### src/rtl/ntwa_pkg.sv
// Shared types and constants for the neighbor table with aging.
`default_nettype none
package ntwa_pkg;

	localparam logic [15:0] OWN_ID_RESET    = 16'd43707;
	localparam logic [10:0] AGE_LIMIT_RESET = 11'd1600;
	localparam logic [15:0] WRAP_LOW        = 16'd500;
	localparam logic [15:0] WRAP_HIGH       = 16'd65000;
	localparam logic [3:0]  CLEARED_MAX     = 4'd15;

	localparam logic [1:0] MODE_REPORT = 2'd0;
	localparam logic [1:0] MODE_TICK   = 2'd1;
	localparam logic [1:0] MODE_READ   = 2'd2;

	localparam logic [1:0] OP_REPORT = 2'd0;
	localparam logic [1:0] OP_TICK   = 2'd1;
	localparam logic [1:0] OP_READ   = 2'd2;
	localparam logic [1:0] OP_NONE   = 2'd3;

	localparam logic CFG_OWN_ID    = 1'b0;
	localparam logic CFG_AGE_LIMIT = 1'b1;

	typedef struct packed {
		logic [1:0]         op;
		logic [15:0]        id;
		logic signed [15:0] temp;
		logic [15:0]        seq;
		logic               origin;
		logic [3:0]         read_slot;
	} cmd_t;

	typedef struct packed {
		logic [15:0]        id;
		logic signed [15:0] temp;
		logic [15:0]        seq;
		logic [10:0]        age;
	} rec_t;

	typedef struct packed {
		logic        write;
		logic        index;
		logic [15:0] data;
	} cfg_wr_t;

	typedef struct packed {
		logic [3:0]         slot_used;
		logic               accepted;
		logic               fresh_from_sender;
		logic [3:0]         cleared_count;
		logic [15:0]        out_id;
		logic signed [15:0] out_temp;
		logic [15:0]        out_seq;
	} res_t;

	function automatic logic newer(input logic [15:0] fresh, input logic [15:0] stored);
		newer = (fresh > stored) || ((fresh < WRAP_LOW) && (stored > WRAP_HIGH));
	endfunction

endpackage
`default_nettype wire

### src/rtl/ntwa_front.sv
// Front end: accept input beats and classify them into table commands.
`default_nettype none
module ntwa_front #(
	parameter int TABLE_SLOTS = 16
) (
	input  wire logic               clk,
	input  wire logic               arst_n,
	input  wire logic               in_valid,
	output logic                    in_stall,
	input  wire logic [1:0]         mode,
	input  wire logic [15:0]        record_id,
	input  wire logic signed [15:0] record_temp,
	input  wire logic [15:0]        record_seq,
	input  wire logic               sender_is_origin,
	input  wire logic [3:0]         read_slot,
	output logic                    push,
	output ntwa_pkg::cmd_t          push_cmd,
	input  wire logic               q_full
);

	logic           cmd_valid_s1;
	ntwa_pkg::cmd_t cmd_s1;
	ntwa_pkg::cmd_t cmd_d;
	logic           accept;

	assign in_stall = cmd_valid_s1 && q_full;
	assign accept   = in_valid && !in_stall;
	assign push     = cmd_valid_s1 && !q_full;
	assign push_cmd = cmd_s1;

	always_comb begin
		cmd_d.id        = record_id;
		cmd_d.temp      = record_temp;
		cmd_d.seq       = record_seq;
		cmd_d.origin    = sender_is_origin;
		cmd_d.read_slot = read_slot;
		case (mode)
			ntwa_pkg::MODE_REPORT: cmd_d.op = ntwa_pkg::OP_REPORT;
			ntwa_pkg::MODE_TICK:   cmd_d.op = ntwa_pkg::OP_TICK;
			ntwa_pkg::MODE_READ: begin
				if (32'(read_slot) < TABLE_SLOTS)
					cmd_d.op = ntwa_pkg::OP_READ;
				else
					cmd_d.op = ntwa_pkg::OP_NONE;
			end
			default: cmd_d.op = ntwa_pkg::OP_NONE;
		endcase
	end

	always_ff @(posedge clk or negedge arst_n) begin
		if (!arst_n) begin
			cmd_valid_s1 <= 1'b0;
		end else if (accept) begin
			cmd_valid_s1 <= 1'b1;
		end else if (push) begin
			cmd_valid_s1 <= 1'b0;
		end
	end

	always_ff @(posedge clk) begin
		if (accept)
			cmd_s1 <= cmd_d;
	end

endmodule
`default_nettype wire

### src/rtl/ntwa_queue.sv
// Two-entry command queue between front end and table engine.
`default_nettype none
module ntwa_queue (
	input  wire logic           clk,
	input  wire logic           arst_n,
	input  wire logic           push,
	input  wire ntwa_pkg::cmd_t push_cmd,
	output logic                full,
	input  wire logic           pop,
	output ntwa_pkg::cmd_t      pop_cmd,
	output logic                empty
);

	ntwa_pkg::cmd_t buf_q [2];
	logic           wr_ptr_q;
	logic           rd_ptr_q;
	logic [1:0]     count_q;

	assign full    = (count_q == 2'd2);
	assign empty   = (count_q == 2'd0);
	assign pop_cmd = buf_q[rd_ptr_q];

	always_ff @(posedge clk or negedge arst_n) begin
		if (!arst_n) begin
			wr_ptr_q <= 1'b0;
			rd_ptr_q <= 1'b0;
			count_q  <= 2'd0;
		end else begin
			if (push)
				wr_ptr_q <= !wr_ptr_q;
			if (pop)
				rd_ptr_q <= !rd_ptr_q;
			case ({push, pop})
				2'b10:   count_q <= count_q + 2'd1;
				2'b01:   count_q <= count_q - 2'd1;
				default: count_q <= count_q;
			endcase
		end
	end

	always_ff @(posedge clk) begin
		if (push)
			buf_q[wr_ptr_q] <= push_cmd;
	end

endmodule
`default_nettype wire

### src/rtl/ntwa_back.sv
// Table engine: slot memory, scan sequencer and result register.
`default_nettype none
module ntwa_back #(
	parameter int TABLE_SLOTS = 16
) (
	input  wire logic            clk,
	input  wire logic            arst_n,
	input  wire ntwa_pkg::cfg_wr_t cfg,
	input  wire logic            q_empty,
	input  wire ntwa_pkg::cmd_t  q_cmd,
	output logic                 pop,
	output logic                 out_valid,
	input  wire logic            out_stall,
	output ntwa_pkg::res_t       res
);

	localparam int IW = $clog2(TABLE_SLOTS);
	localparam int CW = $clog2(TABLE_SLOTS + 1);

	localparam logic [2:0] ST_IDLE = 3'd0;
	localparam logic [2:0] ST_RPT  = 3'd1;
	localparam logic [2:0] ST_TICK = 3'd2;
	localparam logic [2:0] ST_RD   = 3'd3;
	localparam logic [2:0] ST_RDW  = 3'd4;
	localparam logic [2:0] ST_FIN  = 3'd5;

	ntwa_pkg::rec_t mem [TABLE_SLOTS];
	ntwa_pkg::rec_t rdata_s1;
	logic [TABLE_SLOTS-1:0] vld_q;
	logic           rvld_s1;

	logic [2:0]     state_q;
	ntwa_pkg::cmd_t cmd_q;
	logic [CW-1:0]  n_q;
	logic [CW-1:0]  iss_q;
	logic           chk_s1;
	logic [IW-1:0]  chk_idx_s1;
	logic [15:0]    slot0_id_q;
	logic [10:0]    age_limit_q;
	ntwa_pkg::res_t res_q;
	ntwa_pkg::res_t out_q;
	logic           out_valid_q;

	ntwa_pkg::rec_t entry;
	logic [15:0]    eid;
	logic           issue_ok;
	logic           rd_en;
	logic [IW-1:0]  rd_addr;
	logic           wr_en;
	logic [IW-1:0]  wr_addr;
	ntwa_pkg::rec_t wr_data;
	logic           hit;
	logic           scan_done;
	logic           alloc_ok;
	logic           take;
	logic [IW-1:0]  s_sel;
	logic           out_free;
	logic           aged_out;

	assign entry     = rvld_s1 ? rdata_s1 : '0;
	assign eid       = (chk_idx_s1 == '0) ? slot0_id_q : entry.id;
	assign issue_ok  = (iss_q < n_q);
	assign scan_done = !chk_s1 && !issue_ok;
	assign alloc_ok  = (n_q < CW'(TABLE_SLOTS));
	assign hit       = chk_s1 && ((eid == cmd_q.id) || (eid == 16'd0));
	assign aged_out  = (entry.age >= age_limit_q);
	assign out_free  = !out_valid_q || !out_stall;
	assign pop       = (state_q == ST_IDLE) && !q_empty;
	assign out_valid = out_valid_q;
	assign res       = out_q;

	always_comb begin
		rd_en   = 1'b0;
		rd_addr = iss_q[IW-1:0];
		wr_en   = 1'b0;
		wr_addr = chk_idx_s1;
		wr_data = entry;
		take    = 1'b0;
		s_sel   = chk_idx_s1;
		case (state_q)
			ST_RPT: begin
				rd_en = issue_ok && !hit;
				if (hit) begin
					take = cmd_q.origin || ((chk_idx_s1 != '0)
						&& ntwa_pkg::newer(cmd_q.seq, entry.seq));
				end else if (scan_done && alloc_ok) begin
					s_sel = n_q[IW-1:0];
					take  = cmd_q.origin || ntwa_pkg::newer(cmd_q.seq, 16'd0);
				end
				wr_en   = take;
				wr_addr = s_sel;
				wr_data = '{id: cmd_q.id, temp: cmd_q.temp, seq: cmd_q.seq, age: 11'd0};
			end
			ST_TICK: begin
				rd_en = issue_ok;
				wr_en = chk_s1;
				if (aged_out)
					wr_data = '{id: 16'd0, temp: entry.temp, seq: 16'd0, age: 11'd0};
				else
					wr_data.age = entry.age + 11'd1;
			end
			ST_RD: begin
				rd_en   = 1'b1;
				rd_addr = IW'(cmd_q.read_slot);
			end
			default: begin
				rd_en = 1'b0;
			end
		endcase
	end

	always_ff @(posedge clk) begin
		if (wr_en)
			mem[wr_addr] <= wr_data;
		if (rd_en)
			rdata_s1 <= mem[rd_addr];
	end

	always_ff @(posedge clk or negedge arst_n) begin
		if (!arst_n) begin
			state_q     <= ST_IDLE;
			n_q         <= CW'(1);
			iss_q       <= '0;
			chk_s1      <= 1'b0;
			chk_idx_s1  <= '0;
			vld_q       <= '0;
			rvld_s1     <= 1'b0;
			slot0_id_q  <= ntwa_pkg::OWN_ID_RESET;
			age_limit_q <= ntwa_pkg::AGE_LIMIT_RESET;
			out_valid_q <= 1'b0;
		end else begin
			if (cfg.write && cfg.index == ntwa_pkg::CFG_OWN_ID)
				slot0_id_q <= cfg.data;
			else if (wr_en && wr_addr == '0)
				slot0_id_q <= wr_data.id;
			if (cfg.write && cfg.index == ntwa_pkg::CFG_AGE_LIMIT)
				age_limit_q <= cfg.data[10:0];
			if (wr_en)
				vld_q[wr_addr] <= 1'b1;
			if (rd_en) begin
				rvld_s1    <= vld_q[rd_addr];
				chk_idx_s1 <= rd_addr;
			end
			chk_s1 <= rd_en && ((state_q == ST_RPT) || (state_q == ST_TICK));
			if (rd_en)
				iss_q <= iss_q + CW'(1);
			if (state_q == ST_FIN && out_free)
				out_valid_q <= 1'b1;
			else if (!out_stall)
				out_valid_q <= 1'b0;
			case (state_q)
				ST_IDLE: begin
					if (pop) begin
						case (q_cmd.op)
							ntwa_pkg::OP_REPORT: begin
								iss_q   <= '0;
								state_q <= ST_RPT;
							end
							ntwa_pkg::OP_TICK: begin
								iss_q   <= CW'(1);
								state_q <= ST_TICK;
							end
							ntwa_pkg::OP_READ: state_q <= ST_RD;
							default:           state_q <= ST_FIN;
						endcase
					end
				end
				ST_RPT: begin
					if (hit) begin
						state_q <= ST_FIN;
					end else if (scan_done) begin
						if (alloc_ok)
							n_q <= n_q + CW'(1);
						state_q <= ST_FIN;
					end
				end
				ST_TICK: begin
					if (scan_done)
						state_q <= ST_FIN;
				end
				ST_RD:  state_q <= ST_RDW;
				ST_RDW: state_q <= ST_FIN;
				ST_FIN: begin
					if (out_free)
						state_q <= ST_IDLE;
				end
				default: state_q <= ST_IDLE;
			endcase
		end
	end

	always_ff @(posedge clk) begin
		case (state_q)
			ST_IDLE: begin
				if (pop)
					res_q <= '0;
			end
			ST_RPT: begin
				if (hit || scan_done) begin
					res_q.slot_used         <= (hit || alloc_ok) ? 4'(s_sel) : 4'd0;
					res_q.accepted          <= take;
					res_q.fresh_from_sender <= take && cmd_q.origin;
				end
			end
			ST_TICK: begin
				if (chk_s1 && aged_out && res_q.cleared_count != ntwa_pkg::CLEARED_MAX)
					res_q.cleared_count <= res_q.cleared_count + 4'd1;
			end
			ST_RDW: begin
				res_q.out_id   <= eid;
				res_q.out_temp <= entry.temp;
				res_q.out_seq  <= entry.seq;
			end
			default: begin
				res_q <= res_q;
			end
		endcase
		if (state_q == ST_FIN && out_free)
			out_q <= res_q;
	end

	always_ff @(posedge clk) begin
		if (pop)
			cmd_q <= q_cmd;
	end

endmodule
`default_nettype wire

### src/rtl/neighbor_table_with_aging.sv
// The report scan stops at the first hit; mode 3 or a bad read slot gives a result with no table access.
// One item in the engine at a time; a front register and a two-entry queue take beats meanwhile.
// Reset clears the slot valid bits at once; a beat is taken in the first cycle after release.
// Top level: neighbor table with aging.
`default_nettype none
module neighbor_table_with_aging #(
	parameter int TABLE_SLOTS = 16
) (
	input  wire logic               clk,
	input  wire logic               arst_n,
	input  wire logic               cfg_write,
	input  wire logic               cfg_index,
	input  wire logic [15:0]        cfg_data,
	input  wire logic               in_valid,
	output logic                    in_stall,
	input  wire logic [1:0]         mode,
	input  wire logic [15:0]        record_id,
	input  wire logic signed [15:0] record_temp,
	input  wire logic [15:0]        record_seq,
	input  wire logic               sender_is_origin,
	input  wire logic [3:0]         read_slot,
	output logic                    out_valid,
	input  wire logic               out_stall,
	output logic [3:0]              slot_used,
	output logic                    accepted,
	output logic                    fresh_from_sender,
	output logic [3:0]              cleared_count,
	output logic [15:0]             out_id,
	output logic signed [15:0]      out_temp,
	output logic [15:0]             out_seq
);

	logic              push;
	ntwa_pkg::cmd_t    push_cmd;
	logic              q_full;
	logic              pop;
	ntwa_pkg::cmd_t    pop_cmd;
	logic              q_empty;
	ntwa_pkg::cfg_wr_t cfg;
	ntwa_pkg::res_t    res;

	assign cfg = '{write: cfg_write, index: cfg_index, data: cfg_data};

	ntwa_front #(
		.TABLE_SLOTS(TABLE_SLOTS)
	) u_front (
		.clk              (clk),
		.arst_n           (arst_n),
		.in_valid         (in_valid),
		.in_stall         (in_stall),
		.mode             (mode),
		.record_id        (record_id),
		.record_temp      (record_temp),
		.record_seq       (record_seq),
		.sender_is_origin (sender_is_origin),
		.read_slot        (read_slot),
		.push             (push),
		.push_cmd         (push_cmd),
		.q_full           (q_full)
	);

	ntwa_queue u_queue (
		.clk      (clk),
		.arst_n   (arst_n),
		.push     (push),
		.push_cmd (push_cmd),
		.full     (q_full),
		.pop      (pop),
		.pop_cmd  (pop_cmd),
		.empty    (q_empty)
	);

	ntwa_back #(
		.TABLE_SLOTS(TABLE_SLOTS)
	) u_back (
		.clk       (clk),
		.arst_n    (arst_n),
		.cfg       (cfg),
		.q_empty   (q_empty),
		.q_cmd     (pop_cmd),
		.pop       (pop),
		.out_valid (out_valid),
		.out_stall (out_stall),
		.res       (res)
	);

	assign slot_used         = res.slot_used;
	assign accepted          = res.accepted;
	assign fresh_from_sender = res.fresh_from_sender;
	assign cleared_count     = res.cleared_count;
	assign out_id            = res.out_id;
	assign out_temp          = res.out_temp;
	assign out_seq           = res.out_seq;

endmodule
`default_nettype wire

### config.mk
export PLATFORM = sky130hd
export DESIGN_NAME = neighbor_table_with_aging
export DESIGN_NICKNAME = d
export VERILOG_FILES = /design/src/rtl/ntwa_pkg.sv /design/src/rtl/ntwa_front.sv /design/src/rtl/ntwa_queue.sv /design/src/rtl/ntwa_back.sv /design/src/rtl/neighbor_table_with_aging.sv
export SDC_FILE = /design/constraint.sdc
export NUM_CORES = 2
export LEC_CHECK = 0
export ABC_AREA = 1
export BUFFER_PORTS_ARGS = -buffer_cell sky130_fd_sc_hd__buf_2
export CORE_ASPECT_RATIO = 1.2
export CORE_UTILIZATION = 39
export DETAILED_ROUTE_END_ITERATION = 12
export PLACE_DENSITY_LB_ADDON = 0.12
export SYNTH_ARGS = -nofsm -noshare
export SYNTH_HDL_FRONTEND = slang
export SYNTH_SLANG_ARGS = --single-unit
### constraint.sdc
create_clock -name clk -period 7.4 [get_ports clk]
set_input_delay 1.48 -clock clk [delete_from_list [all_inputs] [get_ports clk]]
set_output_delay 1.48 -clock clk [all_outputs]
set_load 0.02 [all_outputs]
==> results.yml <==
run_status:
  status: "completed"
grt:
  antenna_found_initial: 0
  grt_pass1_wl_um: 219700
  grt_pass1_vias: 33126
  track_usage_pct: 20.76
  grt_max_degree: 182
  gr-total-overflow: 0
yosys:
  synthCells: 4022
  synthMuxAreaShare_pct: 1.123
  syn_nets: 4137
  yosysWarnings: 0
  synth_xor_area_share_pct: 0.2700
  ys_ff_latch: 1405
  syn-mean-instance-area_um2: 13.71
  synth_cell_type_count: 46
  netlist_area_um2: 55140
  ys_seq_area_share_pct: 75.93
  synth_compound_area_share_pct: 10.20
  yosysTopAreaCellShare_pct: 72.81
  synthSimpleGateAreaFrac_pct: 9.135
  synth_area_leaders: "edfxtp_1 (73%), o21ai_0 (4.7%), nor2_1 (4.2%), nand2_1 (2.9%), o221ai_1 (2.7%)"
  synth_top_family_by_area: "compound AO/OA/AOI/OAI gates"
  yosysTopAreaCell: "edfxtp_1"
  synth_fa_ha_area_share_pct: 0.8622
floorplan:
  core_area_um2: 139800
  die_x_um: 345.3
  start_util_pct: 39.44
  die-area_um2: 142900
  die_h_um: 413.9
  rows: 150
  ios: 137
timing:
  finalHoldViolCount: 0
  fin_skew_ns: 0.01991
  setup_tns_ns: 0
  worstMarginPinSlew_ns: 1.323
  period_share_pct: 68.51
  rsz0062_at_grt: "false"
  slew_headroom_pct: 11.81
  fin_crit_ns: 5.070
  setup_viol: 0
  slew_viol_final: 0
  fmax_mhz: 197.2
power_and_ir_drop:
  power_density_nw_per_um2: 470.4
  p_leak_uw: 0.02135
  ir_drop_mv: 0.5727
detailed_routing:
  drt_first_pass_iters: 5
  drc: 0
  first_iter_violations: 2456
  wl_um: 149100
  avgViaCountPerCell: 5.391
  ant_nets: 0
  wire_per_inst_um: 24.40
  vias: 32926
worst_setup_path:
  crit_path_max_incr_delay_ns: 1.00
  timing.rr.start: "u_back.rvld_s1"
  critPathKind: "register to register"
  cp_num_buf_inv: 4
  startpoint_type: "register"
  crit_chain: "buf_4, nand2_1, inv_1, ha_1, a21oi_1, o21ai_0, nand2_1, o211ai_1, a31oi_1, nand2_1, nor2_2, buf_4, nor2_1, buf_4, o22ai_1"
  crit_path_end_kind: "register"
  path_delay_family: "compound AO/OA/AOI/OAI gates"
  r2r_setup_slack_ns: 2.33
  crit_start: "u_back.rvld_s1"
  reg2reg_depth: 15
  worstPathArrival_ns: 5.45
  critical-path-slowest-cell: "o22ai_1"
  cp_max_fo: 31
  timing.rr.end: "u_back.mem[10][11]"
  worstPathRequired_ns: 7.78
clock_tree:
  cts_tree: "yes"
  cts_resized: 0
  clk_pin_slew_ns: 0.06
  htree_num_levels: 4
  post-cts-setup-buffers: 0
  cts_root_buf: "clkbuf_16"
  cts_buffer_depth: 3
  cts_sinks: 1405
  cts_made_buffers: 151
  clk_latency_ns: 0.78
  postCtsHoldBufs: 0
finish:
  nets: 4279
  final.fill_count: 12551
  layout_commonest_cell: "edfxtp_1"
  syn2layout_area_growth_pct: 13.90
  final_cell_mix: "edfxtp_1 (1337), nor2_1 (598), o21ai_0 (521)"
  fin_area_um2: 62810
  antenna_cells: 0
  drive_gt1_share_pct: 13.47
placed_design:
  postPlaceCellArea_um2: 58200
  dp_hpwl_um: 83990
  portBuffers: 136
  gp_congestion: 0.8404
worst_hold_path:
  hold-path-endpoint: "u_back.res[12]"
  min_path_type: "register to register"
  hold_depth: 0
  hold_start: "u_back.res_q[12]"
flow_run:
  drv_cap: 0
final cells by class:
type / count / area (um2) / area share (%)
sequential: 1405 / 41870 / 66.66
multi-input combinational: 2265 / 12120 / 19.30
clock buffer: 200 / 4109 / 6.542
tap: 1824 / 2282 / 3.633
timing repair buffer: 232 / 1489 / 2.371
clock inverter: 73 / 504.2 / 0.8028
inverter: 109 / 435.4 / 0.6932
power breakdown:
group	leakage, uW	switching, uW	total [uW]	internal (uW)
logic	0.00596	7670	10100	2460
registers	0.0131	561	12300	11700
clock network	0.00226	3080	7130	4040
metal layers:
layer  GRT usage [%]  part of all wire [%]
met1           25.77                    42
met2           37.40                    52
met3           2.528                   3.4
met4           7.174                   2.8
met5               0                     0
Yosys cell counts (all sizes together):
master and count:
nor4 3, nor3b 2, nand3b 33, a211oi 2
dfstp 14, nor3 9, clkinv 5, mux2 55
o31ai 1, ha 38, o21bai 15, or2 3
dfrtp 54, o211ai 74, a21o 1, o21ai 533
inv 104, xnor2 2, nand4 12, edfxtp 1337
o221ai 167, nand2 446, o22ai 90, clkbuf 208
a21oi 39, buf 35, xor2 15, o31a 1
nor2 621, nand3 101, a31oi 2
worst max-delay path by stage:
stage	end	slack (ns)	depth (start not counted)
2_1_floorplan	u_back.mem[10][0]	1.62	21
3_3_place_gp	u_back.mem[10][11]	2.41	15
3_5_place_dp	u_back.mem[12][11]	2.40	15
4_1_cts	u_back.mem[10][11]	2.36	15
5_1_grt	u_back.mem[10][11]	2.05	15
6_report	u_back.mem[10][11]	2.33	15
kinds of logic (layout without fill, tap and decap cells):
| logic type | Yosys count | in the layout |
|---|---|---|
| flops | 1405 | 1405 |
| simple gates | 1230 | 1230 |
| compound gates | 925 | 925 |
| fa+ha+maj | 38 | 38 |
| buf+inv | 352 | 614 |
| mux | 55 | 55 |
| xor+xnor | 17 | 17 |
sequential cells by signal, indices dropped and copies added (netlist names), 2 cells and up:
register,count
u_back.mem,944
u_queue.buf_q,110
u_back.rdata_s1,59
u_back.res,58
u_back.res_q,58
u_front.push_cmd,55
u_back.cmd_q,53
u_back.slot0_id_q,16
u_back.vld_q,16
u_back.age_limit_q,11
u_back.iss_q,5
u_back.n_q,5
u_back.chk_idx_s1,4
u_back.state_q,3
u_queue.count_q,2
stage by stage:
| stage | instances | setup WS (ns) | util (%) | total power, uW | hold slack, ns |
|---|---|---|---|---|---|
| 2_1_floorplan | 4022 | 1.617 | - | 18430 | 0.4003 |
| 3_3_place_gp | 5835 | 2.411 | 41.62 | 22720 | 0.4026 |
| 3_5_place_dp | 5835 | 2.398 | 41.62 | 22760 | 0.4045 |
| 4_1_cts | 6108 | 2.358 | 44.92 | 29920 | 0.4151 |
| 5_1_grt | 6108 | 2.047 | 44.92 | 31110 | 0.4206 |
| 6_report | 6108 | 2.330 | 44.92 | 29550 | 0.4087 |
worst register-to-register path: stages (launching register included):
cell and delay (ns):
dfrtp_2 0.74, buf_4 0.51, nand2_1 0.22, inv_1 0.13
ha_1 0.26, a21oi_1 0.13, o21ai_0 0.10, nand2_1 0.07
o211ai_1 0.08, a31oi_1 0.15, nand2_1 0.21, nor2_2 0.41
buf_4 0.32, nor2_1 0.07, buf_4 0.23, o22ai_1 1.02
Power figures use the tool's default switching activity.
